**config.mk**
```make
export PLATFORM = sky130hd
export DESIGN_NAME = clock_page_replacement_top
export DESIGN_NICKNAME = d
export VERILOG_FILES = /design/src/hw/rtl/cpr_pkg.sv /design/src/hw/rtl/cpr_links.sv /design/src/hw/rtl/cpr_tags.sv /design/src/hw/rtl/clock_page_replacement_top.sv
export VERILOG_INCLUDE_DIRS = /design/src /design/src/hw/rtl
export SDC_FILE = /design/constraint.sdc
export NUM_CORES = 1
export LEC_CHECK = 0
export BUFFER_PORTS_ARGS = -buffer_cell sky130_fd_sc_hd__buf_4
export CORE_MARGIN = 1
export CORE_UTILIZATION = 30
export CTS_CLUSTER_SIZE = 24
export DETAILED_ROUTE_END_ITERATION = 8
export GPL_TIMING_DRIVEN = 0
export HOLD_SLACK_MARGIN = 0.12
export SYNTH_ARGS = -nofsm -noshare
export SYNTH_HDL_FRONTEND = slang
export SYNTH_SLANG_ARGS = --single-unit
```
**constraint.sdc**
```tcl
create_clock -name clk -period 5.89 [get_ports clk]
set_clock_uncertainty 0.2 [all_clocks]
set_input_delay 0.589 -clock clk [delete_from_list [all_inputs] [get_ports clk]]
set_output_delay 0.589 -clock clk [all_outputs]
set_load 0.02 [all_outputs]
```
**src/hw/rtl/assert_macros.svh**
```systemverilog
// ----------------------------------------------------------------------------
// assertion macros
// shared check forms for the clock replacement block, clocked on clk,
// quiet while rst_n is low
// ----------------------------------------------------------------------------
`ifndef ASSERT_MACROS_SVH
`define ASSERT_MACROS_SVH

// invariant that holds at every edge out of reset
`define CPR_CHECK(name, expr, msg) \
  name: assert property (@(posedge clk) disable iff (!rst_n) (expr)) \
    else $error(msg);

// same-cycle implication
`define CPR_IMPLY(name, ante, cons, msg) \
  name: assert property (@(posedge clk) disable iff (!rst_n) (ante) |-> (cons)) \
    else $error(msg);

// next-cycle implication
`define CPR_IMPLY_NEXT(name, ante, cons, msg) \
  name: assert property (@(posedge clk) disable iff (!rst_n) (ante) |=> (cons)) \
    else $error(msg);

`endif

```
**src/hw/rtl/cpr_pkg.sv**
```systemverilog
// ----------------------------------------------------------------------------
// cpr_pkg
// shared widths, codes and types of the clock page replacement block
// ----------------------------------------------------------------------------
package cpr_pkg;

  // payload widths
  localparam int PAGE_W   = 27;
  localparam int OP_W     = 2;
  localparam int STATUS_W = 2;

  // default number of page frames
  localparam int FRAMES_DEF = 16;

  // operation codes
  localparam logic [OP_W-1:0] OP_INSERT = 2'd0;
  localparam logic [OP_W-1:0] OP_ACCESS = 2'd1;
  localparam logic [OP_W-1:0] OP_VICTIM = 2'd2;

  // status codes
  localparam logic [STATUS_W-1:0] STAT_OK     = 2'd0;
  localparam logic [STATUS_W-1:0] STAT_FULL   = 2'd1;
  localparam logic [STATUS_W-1:0] STAT_ABSENT = 2'd2;
  localparam logic [STATUS_W-1:0] STAT_EMPTY  = 2'd3;

  // link store write enables
  typedef struct packed {
    logic wr_next;
    logic wr_prev;
  } cpr_link_wr_t;

endpackage

```
**src/hw/rtl/cpr_links.sv**
```systemverilog
// ----------------------------------------------------------------------------
// cpr_links
// successor and predecessor links of the ring: slot links in two memories,
// the sentinel's links in registers, one registered read of a node per cycle
// ----------------------------------------------------------------------------
module cpr_links
  import cpr_pkg::*;
#(
  parameter int FRAMES = FRAMES_DEF,
  parameter int NW     = $clog2(FRAMES + 1),
  parameter int SW     = $clog2(FRAMES)
) (
  input  logic          clk,
  input  logic          rst_n,
  input  logic [NW-1:0] rd_node,
  input  cpr_link_wr_t  wr,
  input  logic [NW-1:0] next_node,
  input  logic [NW-1:0] next_val,
  input  logic [NW-1:0] prev_node,
  input  logic [NW-1:0] prev_val,
  output logic [NW-1:0] next_q,
  output logic [NW-1:0] prev_q
);

  localparam logic [NW-1:0] SENT = NW'(FRAMES);

  logic [NW-1:0] next_mem [FRAMES];
  logic [NW-1:0] prev_mem [FRAMES];
  logic [NW-1:0] sent_next_r;
  logic [NW-1:0] sent_prev_r;
  logic [NW-1:0] next_rd_r;
  logic [NW-1:0] prev_rd_r;
  logic          rd_sent_r;

  // sentinel links, self loop after reset
  always_ff @(posedge clk) begin
    if (!rst_n) begin
      sent_next_r <= SENT;
      sent_prev_r <= SENT;
    end else begin
      if (wr.wr_next && next_node == SENT) begin
        sent_next_r <= next_val;
      end
      if (wr.wr_prev && prev_node == SENT) begin
        sent_prev_r <= prev_val;
      end
    end
  end

  // slot link memories, one write and one read each
  always_ff @(posedge clk) begin
    if (wr.wr_next && next_node != SENT) begin
      next_mem[next_node[SW-1:0]] <= next_val;
    end
    if (wr.wr_prev && prev_node != SENT) begin
      prev_mem[prev_node[SW-1:0]] <= prev_val;
    end
    next_rd_r <= next_mem[rd_node[SW-1:0]];
    prev_rd_r <= prev_mem[rd_node[SW-1:0]];
    rd_sent_r <= (rd_node == SENT);
  end

  // sentinel reads come from the registers
  assign next_q = rd_sent_r ? sent_next_r : next_rd_r;
  assign prev_q = rd_sent_r ? sent_prev_r : prev_rd_r;

endmodule

```
**src/hw/rtl/cpr_tags.sv**
```systemverilog
// ----------------------------------------------------------------------------
// cpr_tags
// page tag memory with a registered read and the shared page compare unit
// ----------------------------------------------------------------------------
module cpr_tags
  import cpr_pkg::*;
#(
  parameter int FRAMES = FRAMES_DEF,
  parameter int SW     = $clog2(FRAMES)
) (
  input  logic              clk,
  input  logic              wr_en,
  input  logic [SW-1:0]     wr_slot,
  input  logic [PAGE_W-1:0] wr_tag,
  input  logic [SW-1:0]     rd_slot,
  input  logic [PAGE_W-1:0] cmp_page,
  output logic [PAGE_W-1:0] tag_q,
  output logic              hit
);

  logic [PAGE_W-1:0] tag_mem [FRAMES];
  logic [PAGE_W-1:0] tag_rd_r;

  // tag memory
  always_ff @(posedge clk) begin
    if (wr_en) begin
      tag_mem[wr_slot] <= wr_tag;
    end
    tag_rd_r <= tag_mem[rd_slot];
  end

  // compare of the tag read last cycle
  assign tag_q = tag_rd_r;
  assign hit   = (tag_rd_r == cmp_page);

endmodule

```
**src/hw/rtl/clock_page_replacement_top.sv**
```systemverilog
// ----------------------------------------------------------------------------
// clock_page_replacement_top: insert scans for the lowest free slot, then links;
// access compares every slot's tag; victim walks the ring, one link memory read
// per node visited, then unlinks; status-only answers are given from idle
// one item at a time, busy high until the result strobe; results cannot stall
// synchronous active-low reset empties the ring and parks the hand on sentinel
// ----------------------------------------------------------------------------
module clock_page_replacement_top
  import cpr_pkg::*;
#(
  parameter int FRAMES = FRAMES_DEF
) (
  input  logic                clk,
  input  logic                rst_n,
  input  logic                start,
  output logic                busy,
  input  logic [OP_W-1:0]     in_operation,
  input  logic [PAGE_W-1:0]   in_page_number,
  output logic                out_valid,
  output logic [STATUS_W-1:0] out_status,
  output logic                out_victim_valid,
  output logic [PAGE_W-1:0]   out_victim_page
);

`include "assert_macros.svh"

  localparam int NW = $clog2(FRAMES + 1);
  localparam int SW = $clog2(FRAMES);
  localparam int CW = $clog2(FRAMES + 1);
  localparam logic [NW-1:0] SENT = NW'(FRAMES);

  // sequencer states
  localparam logic [3:0] S_IDLE    = 4'd0;
  localparam logic [3:0] S_FREE    = 4'd1;
  localparam logic [3:0] S_INS_A   = 4'd2;
  localparam logic [3:0] S_INS_B   = 4'd3;
  localparam logic [3:0] S_ACC     = 4'd4;
  localparam logic [3:0] S_ACC_END = 4'd5;
  localparam logic [3:0] S_V_WAIT  = 4'd6;
  localparam logic [3:0] S_V_STEP  = 4'd7;
  localparam logic [3:0] S_V_UNL   = 4'd8;

  logic [3:0]          state_r, state_nxt;
  logic [NW-1:0]       hand_r, hand_nxt;
  logic [CW-1:0]       count_r, count_nxt;
  logic [FRAMES-1:0]   ref_bit_r, ref_bit_nxt;
  logic [FRAMES-1:0]   slot_used_r, slot_used_nxt;
  logic [PAGE_W-1:0]   page_r, page_nxt;
  logic [SW-1:0]       scan_r, scan_nxt;
  logic [SW-1:0]       slot_r, slot_nxt;
  logic [NW-1:0]       after_r, after_nxt;
  logic [NW-1:0]       pos_r, pos_nxt;
  logic                found_r, found_nxt;
  logic                cmp_vld_r, cmp_vld_nxt;
  logic [SW-1:0]       cmp_idx_r, cmp_idx_nxt;
  logic                out_valid_r, out_valid_nxt;
  logic [STATUS_W-1:0] out_status_r, out_status_nxt;
  logic                out_vv_r, out_vv_nxt;
  logic [PAGE_W-1:0]   out_page_r, out_page_nxt;

  // link store and tag store hookup
  cpr_link_wr_t        lk_wr;
  logic [NW-1:0]       lk_rd_node;
  logic [NW-1:0]       lk_next_node, lk_next_val, lk_prev_node, lk_prev_val;
  logic [NW-1:0]       next_q, prev_q;
  logic                tag_wr;
  logic [SW-1:0]       tag_rd_slot;
  logic [PAGE_W-1:0]   tag_q;
  logic                tag_hit;
  logic [SW-1:0]       pos_slot;
  logic                hit_now;

  cpr_links #(
    .FRAMES (FRAMES),
    .NW     (NW),
    .SW     (SW)
  ) u_links (
    .clk       (clk),
    .rst_n     (rst_n),
    .rd_node   (lk_rd_node),
    .wr        (lk_wr),
    .next_node (lk_next_node),
    .next_val  (lk_next_val),
    .prev_node (lk_prev_node),
    .prev_val  (lk_prev_val),
    .next_q    (next_q),
    .prev_q    (prev_q)
  );

  cpr_tags #(
    .FRAMES (FRAMES),
    .SW     (SW)
  ) u_tags (
    .clk      (clk),
    .wr_en    (tag_wr),
    .wr_slot  (slot_r),
    .wr_tag   (page_r),
    .rd_slot  (tag_rd_slot),
    .cmp_page (page_r),
    .tag_q    (tag_q),
    .hit      (tag_hit)
  );

  assign pos_slot    = pos_r[SW-1:0];
  assign tag_rd_slot = (state_r == S_ACC) ? scan_r : pos_slot;
  assign lk_rd_node  = (state_r == S_IDLE || state_r == S_FREE) ? hand_r : pos_r;
  assign hit_now     = cmp_vld_r && tag_hit && slot_used_r[cmp_idx_r];

  // sequencer
  always_comb begin
    state_nxt      = state_r;
    hand_nxt       = hand_r;
    count_nxt      = count_r;
    ref_bit_nxt    = ref_bit_r;
    slot_used_nxt  = slot_used_r;
    page_nxt       = page_r;
    scan_nxt       = scan_r;
    slot_nxt       = slot_r;
    after_nxt      = after_r;
    pos_nxt        = pos_r;
    found_nxt      = found_r;
    cmp_vld_nxt    = 1'b0;
    cmp_idx_nxt    = cmp_idx_r;
    out_valid_nxt  = 1'b0;
    out_status_nxt = out_status_r;
    out_vv_nxt     = out_vv_r;
    out_page_nxt   = out_page_r;
    lk_wr          = '0;
    lk_next_node   = pos_r;
    lk_next_val    = pos_r;
    lk_prev_node   = pos_r;
    lk_prev_val    = pos_r;
    tag_wr         = 1'b0;

    // access compare, one tag per cycle
    if (hit_now) begin
      ref_bit_nxt[cmp_idx_r] = 1'b1;
      found_nxt              = 1'b1;
    end

    unique case (state_r)
      S_IDLE: begin
        if (start) begin
          page_nxt = in_page_number;
          unique case (in_operation)
            OP_INSERT: begin
              if (count_r == CW'(FRAMES)) begin
                out_valid_nxt  = 1'b1;
                out_status_nxt = STAT_FULL;
                out_vv_nxt     = 1'b0;
                out_page_nxt   = '0;
              end else begin
                scan_nxt  = '0;
                state_nxt = S_FREE;
              end
            end
            OP_ACCESS: begin
              scan_nxt  = '0;
              found_nxt = 1'b0;
              state_nxt = S_ACC;
            end
            OP_VICTIM: begin
              if (count_r == '0) begin
                out_valid_nxt  = 1'b1;
                out_status_nxt = STAT_EMPTY;
                out_vv_nxt     = 1'b0;
                out_page_nxt   = '0;
              end else begin
                state_nxt = S_V_WAIT;
              end
            end
            default: begin
              out_valid_nxt  = 1'b1;
              out_status_nxt = STAT_OK;
              out_vv_nxt     = 1'b0;
              out_page_nxt   = '0;
            end
          endcase
        end
      end

      // lowest free slot
      S_FREE: begin
        if (!slot_used_r[scan_r]) begin
          slot_nxt  = scan_r;
          state_nxt = S_INS_A;
        end else begin
          scan_nxt = scan_r + 1'b1;
        end
      end

      // new node links to hand and its successor
      S_INS_A: begin
        after_nxt            = next_q;
        lk_wr.wr_next        = 1'b1;
        lk_next_node         = NW'(slot_r);
        lk_next_val          = next_q;
        lk_wr.wr_prev        = 1'b1;
        lk_prev_node         = NW'(slot_r);
        lk_prev_val          = hand_r;
        tag_wr               = 1'b1;
        state_nxt            = S_INS_B;
      end

      // neighbors point at the new node, hand moves onto it
      S_INS_B: begin
        lk_wr.wr_next  = 1'b1;
        lk_next_node   = hand_r;
        lk_next_val    = NW'(slot_r);
        lk_wr.wr_prev  = 1'b1;
        lk_prev_node   = after_r;
        lk_prev_val    = NW'(slot_r);
        ref_bit_nxt[slot_r]   = 1'b1;
        slot_used_nxt[slot_r] = 1'b1;
        hand_nxt       = NW'(slot_r);
        count_nxt      = count_r + 1'b1;
        out_valid_nxt  = 1'b1;
        out_status_nxt = STAT_OK;
        out_vv_nxt     = 1'b0;
        out_page_nxt   = '0;
        state_nxt      = S_IDLE;
      end

      // issue tag reads for every slot
      S_ACC: begin
        cmp_vld_nxt = 1'b1;
        cmp_idx_nxt = scan_r;
        if (scan_r == SW'(FRAMES - 1)) begin
          state_nxt = S_ACC_END;
        end else begin
          scan_nxt = scan_r + 1'b1;
        end
      end

      S_ACC_END: begin
        out_valid_nxt  = 1'b1;
        out_status_nxt = (found_r || hit_now) ? STAT_OK : STAT_ABSENT;
        out_vv_nxt     = 1'b0;
        out_page_nxt   = '0;
        state_nxt      = S_IDLE;
      end

      // successor of the node read last cycle
      S_V_WAIT: begin
        pos_nxt   = next_q;
        state_nxt = S_V_STEP;
      end

      // skip sentinel, give a second chance or take the victim
      S_V_STEP: begin
        if (pos_r == SENT) begin
          state_nxt = S_V_WAIT;
        end else if (!ref_bit_r[pos_slot]) begin
          state_nxt = S_V_UNL;
        end else begin
          ref_bit_nxt[pos_slot] = 1'b0;
          state_nxt             = S_V_WAIT;
        end
      end

      // unlink victim, hand on its predecessor
      S_V_UNL: begin
        lk_wr.wr_next           = 1'b1;
        lk_next_node            = prev_q;
        lk_next_val             = next_q;
        lk_wr.wr_prev           = 1'b1;
        lk_prev_node            = next_q;
        lk_prev_val             = prev_q;
        slot_used_nxt[pos_slot] = 1'b0;
        ref_bit_nxt[pos_slot]   = 1'b0;
        hand_nxt                = prev_q;
        count_nxt               = count_r - 1'b1;
        out_valid_nxt           = 1'b1;
        out_status_nxt          = STAT_OK;
        out_vv_nxt              = 1'b1;
        out_page_nxt            = tag_q;
        state_nxt               = S_IDLE;
      end

      default: begin
        state_nxt = S_IDLE;
      end
    endcase
  end

  // control state
  always_ff @(posedge clk) begin
    if (!rst_n) begin
      state_r     <= S_IDLE;
      hand_r      <= SENT;
      count_r     <= '0;
      ref_bit_r   <= '0;
      slot_used_r <= '0;
      found_r     <= 1'b0;
      cmp_vld_r   <= 1'b0;
      out_valid_r <= 1'b0;
    end else begin
      state_r     <= state_nxt;
      hand_r      <= hand_nxt;
      count_r     <= count_nxt;
      ref_bit_r   <= ref_bit_nxt;
      slot_used_r <= slot_used_nxt;
      found_r     <= found_nxt;
      cmp_vld_r   <= cmp_vld_nxt;
      out_valid_r <= out_valid_nxt;
    end
  end

  // payload registers
  always_ff @(posedge clk) begin
    page_r       <= page_nxt;
    scan_r       <= scan_nxt;
    slot_r       <= slot_nxt;
    after_r      <= after_nxt;
    pos_r        <= pos_nxt;
    cmp_idx_r    <= cmp_idx_nxt;
    out_status_r <= out_status_nxt;
    out_vv_r     <= out_vv_nxt;
    out_page_r   <= out_page_nxt;
  end

  assign busy             = (state_r != S_IDLE);
  assign out_valid        = out_valid_r;
  assign out_status       = out_status_r;
  assign out_victim_valid = out_vv_r;
  assign out_victim_page  = out_page_r;

  // checks
  `CPR_CHECK(a_count_matches_used, $countones(slot_used_r) == count_r, "count mismatch")
  `CPR_CHECK(a_ref_only_on_used, (ref_bit_r & ~slot_used_r) == '0, "ref bit on free slot")
  `CPR_IMPLY(a_result_when_idle, out_valid_r, !busy, "result while busy")
  `CPR_IMPLY(a_victim_is_result, out_vv_r && out_valid_r, out_status_r == STAT_OK, "bad victim status")
  `CPR_IMPLY_NEXT(a_access_goes_busy, start && !busy && in_operation == OP_ACCESS, busy, "access not started")

endmodule

```
Word-level counts from Yosys, hierarchy flattened
Memory sizes are Yosys's and may differ from the RTL's. A register that Yosys moved wholly into a read port is not among the register bits.
Cells that the tools add are included.
{ "op_classes": {"bitwise": 7, "n_reduce_logical": 30, "n_addsub": 3, "order_cmp": 7, "muxes": 76, "n_eq_ne": 31} }
{ "ops": {"columns": ["op", "count"], "rows": [
  ["$pmux W27 S3", 2],
  ["$mux W27", 3],
  ["$mux W16", 3],
  ["$mux W4", 12],
  ["$or A16 B16 Y16", 3],
  ["$pmux W16 S3", 1],
  ["$pmux W5 S3", 3],
  ["$and A16 B16 Y16", 2],
  ["$pmux W16 S2", 1],
  ["$pmux W5 S2", 3],
  ["$eq A27 B27 Y1", 1],
  ["$eq A5 B5 Y1 const B", 5],
  ["$mux W1", 24],
  ["$pmux W4 S3", 2],
  ["$pmux W4 S6", 1],
  ["$lt A4 B5 Y1 const B", 4],
  ["$eq A4 B3 Y1 const B", 4],
  ["$not A16 Y16", 1],
  ["$mux W5", 3],
  ["$bmux W1 S4", 3],
  ["$demux W1 S4", 3],
  ["$ge A4 B1 Y1 const B", 3],
  ["$ne A3 B3 Y1 const B", 4],
  ["$pmux W2 S3", 2],
  ["31 further kinds", 61]
]} }
{ "totals": {"mem_bits_rw": 592, "ff_bits": 139, "elab_cells": 177, "memories": 3, "input_bits": 32} }
{ "memory_table": {"columns": ["name", "words", "width", "rd", "rd_ports_with_merged_regs", "wr", "line", "rtl"], "rows": [
  ["u_tags.tag_mem", 16, 27, 1, 1, 1, "cpr_tags.sv:21", "logic [PAGE_W-1:0] tag_mem [FRAMES];"],
  ["u_links.next_mem", 16, 5, 1, 1, 1, "cpr_links.sv:27", "logic [NW-1:0] next_mem [FRAMES];"],
  ["u_links.prev_mem", 16, 5, 1, 1, 1, "cpr_links.sv:28", "logic [NW-1:0] prev_mem [FRAMES];"]
]} }

Longest topological paths before layout
{ "logic_depth": {"depth_word": 10, "ltp_mapped": 13} }

Hierarchy
From an unflattened synthesis, not the netlist that was laid out.
{ "hier_totals": {"hier_cells": 1653, "area_unflattened_um2": 30274.0} }
{ "modules_own_cells": {"columns": ["module", "area_per_inst_um2", "cells_per_inst", "n_inst", "seq_area_each_um2"], "rows": [
  ["cpr_tags", 17185.2, 746, 1, 13513.0],
  ["cpr_links", 7066.8, 375, 1, 5225.0],
  ["clock_page_replacement_top", 6022.0, 532, 1, 3353.2]
]} }

Worst setup path after synthesis
OpenSTA, ideal clock, no wires.
{ "synth_timing": {"path_type": "register -> register", "startpoint": "register state_r[0]", "endpoint": "register out_page_r[0], in the netlist out_victim_page[0] (enable)", "n_path_buf": 3, "setup_ns": 0.430, "path_stages_with_launch": 8, "t_arrival_ns": 3.796, "path_slack_ns": 1.463, "cell_sequence": "dfxtp_1 -> buf_6 -> clkbuf_1 -> buf_1 -> nor4_1 -> and2_1 -> a31oi_1 -> a31oi_1"} }
{ "synth_between": {"elab_chain_cells": 4} }
{ "synth_lines": {"columns": ["item", "line", "rtl"], "rows": [
  ["start, declared", "clock_page_replacement_top.sv:43", "logic [3:0] state_r, state_nxt;"],
  ["start signal, assigned", "clock_page_replacement_top.sv:298", "state_r <= state_nxt;"],
  ["$eq A4 B2 Y1 / $eq A4 B3 Y1 (equally long branches)", "clock_page_replacement_top.sv:141", "unique case (state_r)"],
  ["$reduce_or A2 Y1 (no source line)", null, null],
  ["$reduce_bool A3 Y1 (no source line)", null, null],
  ["$reduce_and A5 Y1 (no source line) *", null, null],
  ["end signal, assigned", "clock_page_replacement_top.sv:319", "out_page_r <= out_page_nxt;"],
  ["end, declared", "clock_page_replacement_top.sv:59", "logic [PAGE_W-1:0] out_page_r, out_page_nxt;"]
]} }
Every way passes the cells marked *; elsewhere a longest branch is shown, timed or not.
A chain may end at the register's enable or synchronous reset.

Worst setup path after layout
{ "layout_timing": {"startpoint": "register state_r[2]", "endpoint": "register u_tags.tag_rd_r[16], in the netlist u_tags.tag_q[16], read port of u_tags.tag_mem"} }
{ "layout_between": {"elab_chain_cells": 2} }
{ "layout_lines": {"columns": ["item", "line", "rtl"], "rows": [
  ["$eq A4 B3 Y1", "clock_page_replacement_top.sv:105", "assign tag_rd_slot = (state_r == S_ACC) ? scan_r : pos_slot;"],
  ["$mux W4", "clock_page_replacement_top.sv:105", null],
  ["end, declared", "cpr_tags.sv:22", "logic [PAGE_W-1:0] tag_rd_r;"]
]} }
No other way between the ends.

==> impl_results.md <==
- Final WL: approximately 88 mm
- Layout cells sized above 1: 11.7%
- Chip Height: roughly 320 um
- Clock buffer depth: 3
- Most frequent cells in the layout: edfxtp_1 (671), nand2_1 (406), mux2i_1 (165)
- Ant. Diodes: 0
- Final max-slew violation count: 0
- Worst-margin pin slew: roughly 1.3 ns
- Layout area overhead: 18.1%
- Slew margin rel.: around 15%
- TritonRoute pass-1 iters: 7
- CTS tree: built
- Share of synthesized registers carrying an async set or reset: 0%
- Initial Utilization: between 30% and 40%
- #FFs+latches synth: about 770
- Setup TNS: 0 ns
- Wire length on met2: roughly 42 mm
- CTS Buf Count: slightly below 80
- DP Wirelength: 59.4 mm
- Drt drc: 0
- Largest net degree at the start of global routing: 24
- Max IR drop VDD: about 0.27 mV
- Std cell rows: approximately 120
- Synth cell types: 74
- P_leak: around 13 nW
- Setup Viol. Count Final: 0
- Register area share after synthesis: 70.7%
- Critical path type: reg -> reg
- Crit start category: flip-flop
- Final GP Congestion: between 0.9 and 1
- Commonest non-fill, non-tap cell in the layout: edfxtp_1
- Setup Buffers After CTS: 0
- Clk sinks: roughly 770
- Clock Root Buffer: clkbuf_16
- Final period util: between 80% and 90%
- Fin crit period: between 4 and 5 ns
- Total gr overflow: 0
- Reg clk slew, reported paths: about 0.060 ns
- Post-synth EDFFs: around 670
- Via Count: roughly 20000
- Power density over the cells: between 300 and 400 nW/um2
- I/O pin count: 64
- Finished Cell Area: 36900 um2
- Uppermost layer routed: met4
- Yosys warns: 0
- Area of the mapped netlist: 31200 um2
- Core area: 102000 um2
- Routed WL per cell: between 20 and 25 um
- Initial drt markers: approximately 2200
- Max-cap violations: 0
- First-pass GRT wire length: 130 mm
- Fin. Hold Viols: 0
- Full die area: roughly 110000 um2
- Met3 WL: 6.97 mm
- Tightest Hold Check Type: in -> reg
- Initial antenna violation count: 0
- Syn Area/Cell: ~14 um2
- All-layer global routing usage: roughly 16%
- Crit path max fanout: 13
- DR vias/cell: slightly above 5
- Chip width: roughly 320 um
- Syn_nets: about 2300
- Placement Cell Area: ~34000 um2
- Max Freq: slightly above 200 MHz
- Clock network latency to the later pin of the worst-skew pair: between 0.6 and 0.7 ns
- Worst setup EP type: flip-flop
- FILL cells: between 9000 and 10000
- Vias in the first global route: just under 20000
- Run status: complete, no violations
- RSZ-0062 raised after global routing: false
- Synthesized instance count: between 2000 and 2500
- Top FF cell, synth: edfxtp_1
- Worst Path Required: about 6 ns
- Metal-1 WL: roughly 37 mm
- Port bufs: between 60 and 70
- ANT nets after route: 0
- WP data arrival: 5.20 ns
- Post-layout net count: roughly 2500
- H-tree level count: 3
-- per-layer routing --
metal  track usage, %  up-vias
met4             4.61        0
met2             26.8      927
met3             2.43      151
met5                0        -
met1             22.7    10188
li1                 -     9042
-- where the power goes --
| part | internal (mW) | total [mW] | switching [mW] |
|---|---|---|---|
| clock network | 2.89 | 5.03 | 2.15 |
| registers | 6.34 | 6.63 | 0.289 |
| logic | 0.654 | 2.07 | 1.41 |
| total | 9.89 | 13.7 | 3.85 |
-- flip-flops by register name (all words and copies together), names as in the netlist, 16 cells and up --
name / cells
out_victim_page: 27
u_links.next_mem: 80
page_r: 27
u_tags.tag_mem: 432
slot_used_r: 16
u_tags.tag_q: 27
u_links.prev_mem: 80
ref_bit_r: 16
-- Yosys cell counts, types with 32 or more instances --
library cell	n	area (um2)
mux2i_1	165	1650
edfxtp_1	671	20100
dfxtp_1	97	1940
a32oi_1	47	412
nand3_1	143	716
o21ai_0	58	290
and2_1	32	200
clkbuf_1	99	372
nand2_1	406	1520
nor2_1	104	390
nand4_1	40	250
a21oi_1	82	410
-- worst max-delay path, cell delays in order, from the launching register on --
cell,delay (ns)
dfxtp_1,0.35
buf_2,0.23
nor4b_2,0.64
buf_2,0.51
mux2_2,0.41
nor2_1,0.47
clkbuf_1,0.59
clkbuf_1,0.79
a32oi_1,0.22
nand4_1,0.20
o21ai_0,0.15
-- stage by stage --
stage | util (%) | power, mW | cells | hold WS [ns] | setup slack, ns
after detailed placement | 33.2 | 8.78 | 3761 | 0.249 | 1.11
after CTS | 36.0 | 13.8 | 3931 | 0.194 | 1.13
final | 36.0 | 13.7 | 3932 | 0.214 | 0.965
after floorplan | - | 7.84 | 2304 | 0.236 | 1.46
after global placement | 32.6 | 8.72 | 3735 | 0.245 | -1.52
after global routing | 36.0 | 14.2 | 3932 | 0.239 | 0.894
-- final timing paths --
path,from,slack [ns],end,depth (start not counted)
worst min-delay path,rst_n,0.21,ref_bit_r[7]$_SDFF_PN0_,4
worst max register to register,state_r[2]$_SDFFE_PN0P_,0.97,u_tags.tag_q[16]$_DFF_P_,10
worst min register to register,u_links.sent_next_r[3]$_SDFFE_PN0P_,0.26,u_links.sent_next_r[3]$_SDFFE_PN0P_,2
worst max-delay path,state_r[2]$_SDFFE_PN0P_,0.97,u_tags.tag_q[16]$_DFF_P_,10
-- cells by family after synthesis --
group                    Yosys count  synth area share [%]
AND/OR/NAND/NOR                  839                  12.4
flip-flops                       768                  70.7
AO/OA/AOI/OAI                    291                  6.21
multiplexers                     210                  7.41
buffers and inverters            155                  1.96
XOR/XNOR                          32                 0.897
adder cells (fa/ha/maj)            9                 0.385
-- what timing repair did --
item | in CTS | in global routing
hold buffers | 27 | 0
resized for setup | 0 | 0
hold endpoints to repair | 27 | 0
-- layout make-up --
| type | instances | area (um2) | area share, % |
|---|---|---|---|
| sequential | 768 | 22100 | 59.9 |
| multi-input combinational | 1381 | 8660 | 23.5 |
| clock buffer | 104 | 2100 | 5.69 |
| tap | 1368 | 1710 | 4.64 |
| timing repair buffer | 117 | 1220 | 3.30 |
| buffer | 135 | 533 | 1.45 |
| clock inverter | 39 | 483 | 1.31 |
| inverter | 20 | 80.1 | 0.217 |
Note: power is estimated with default switching activity, not from simulation.
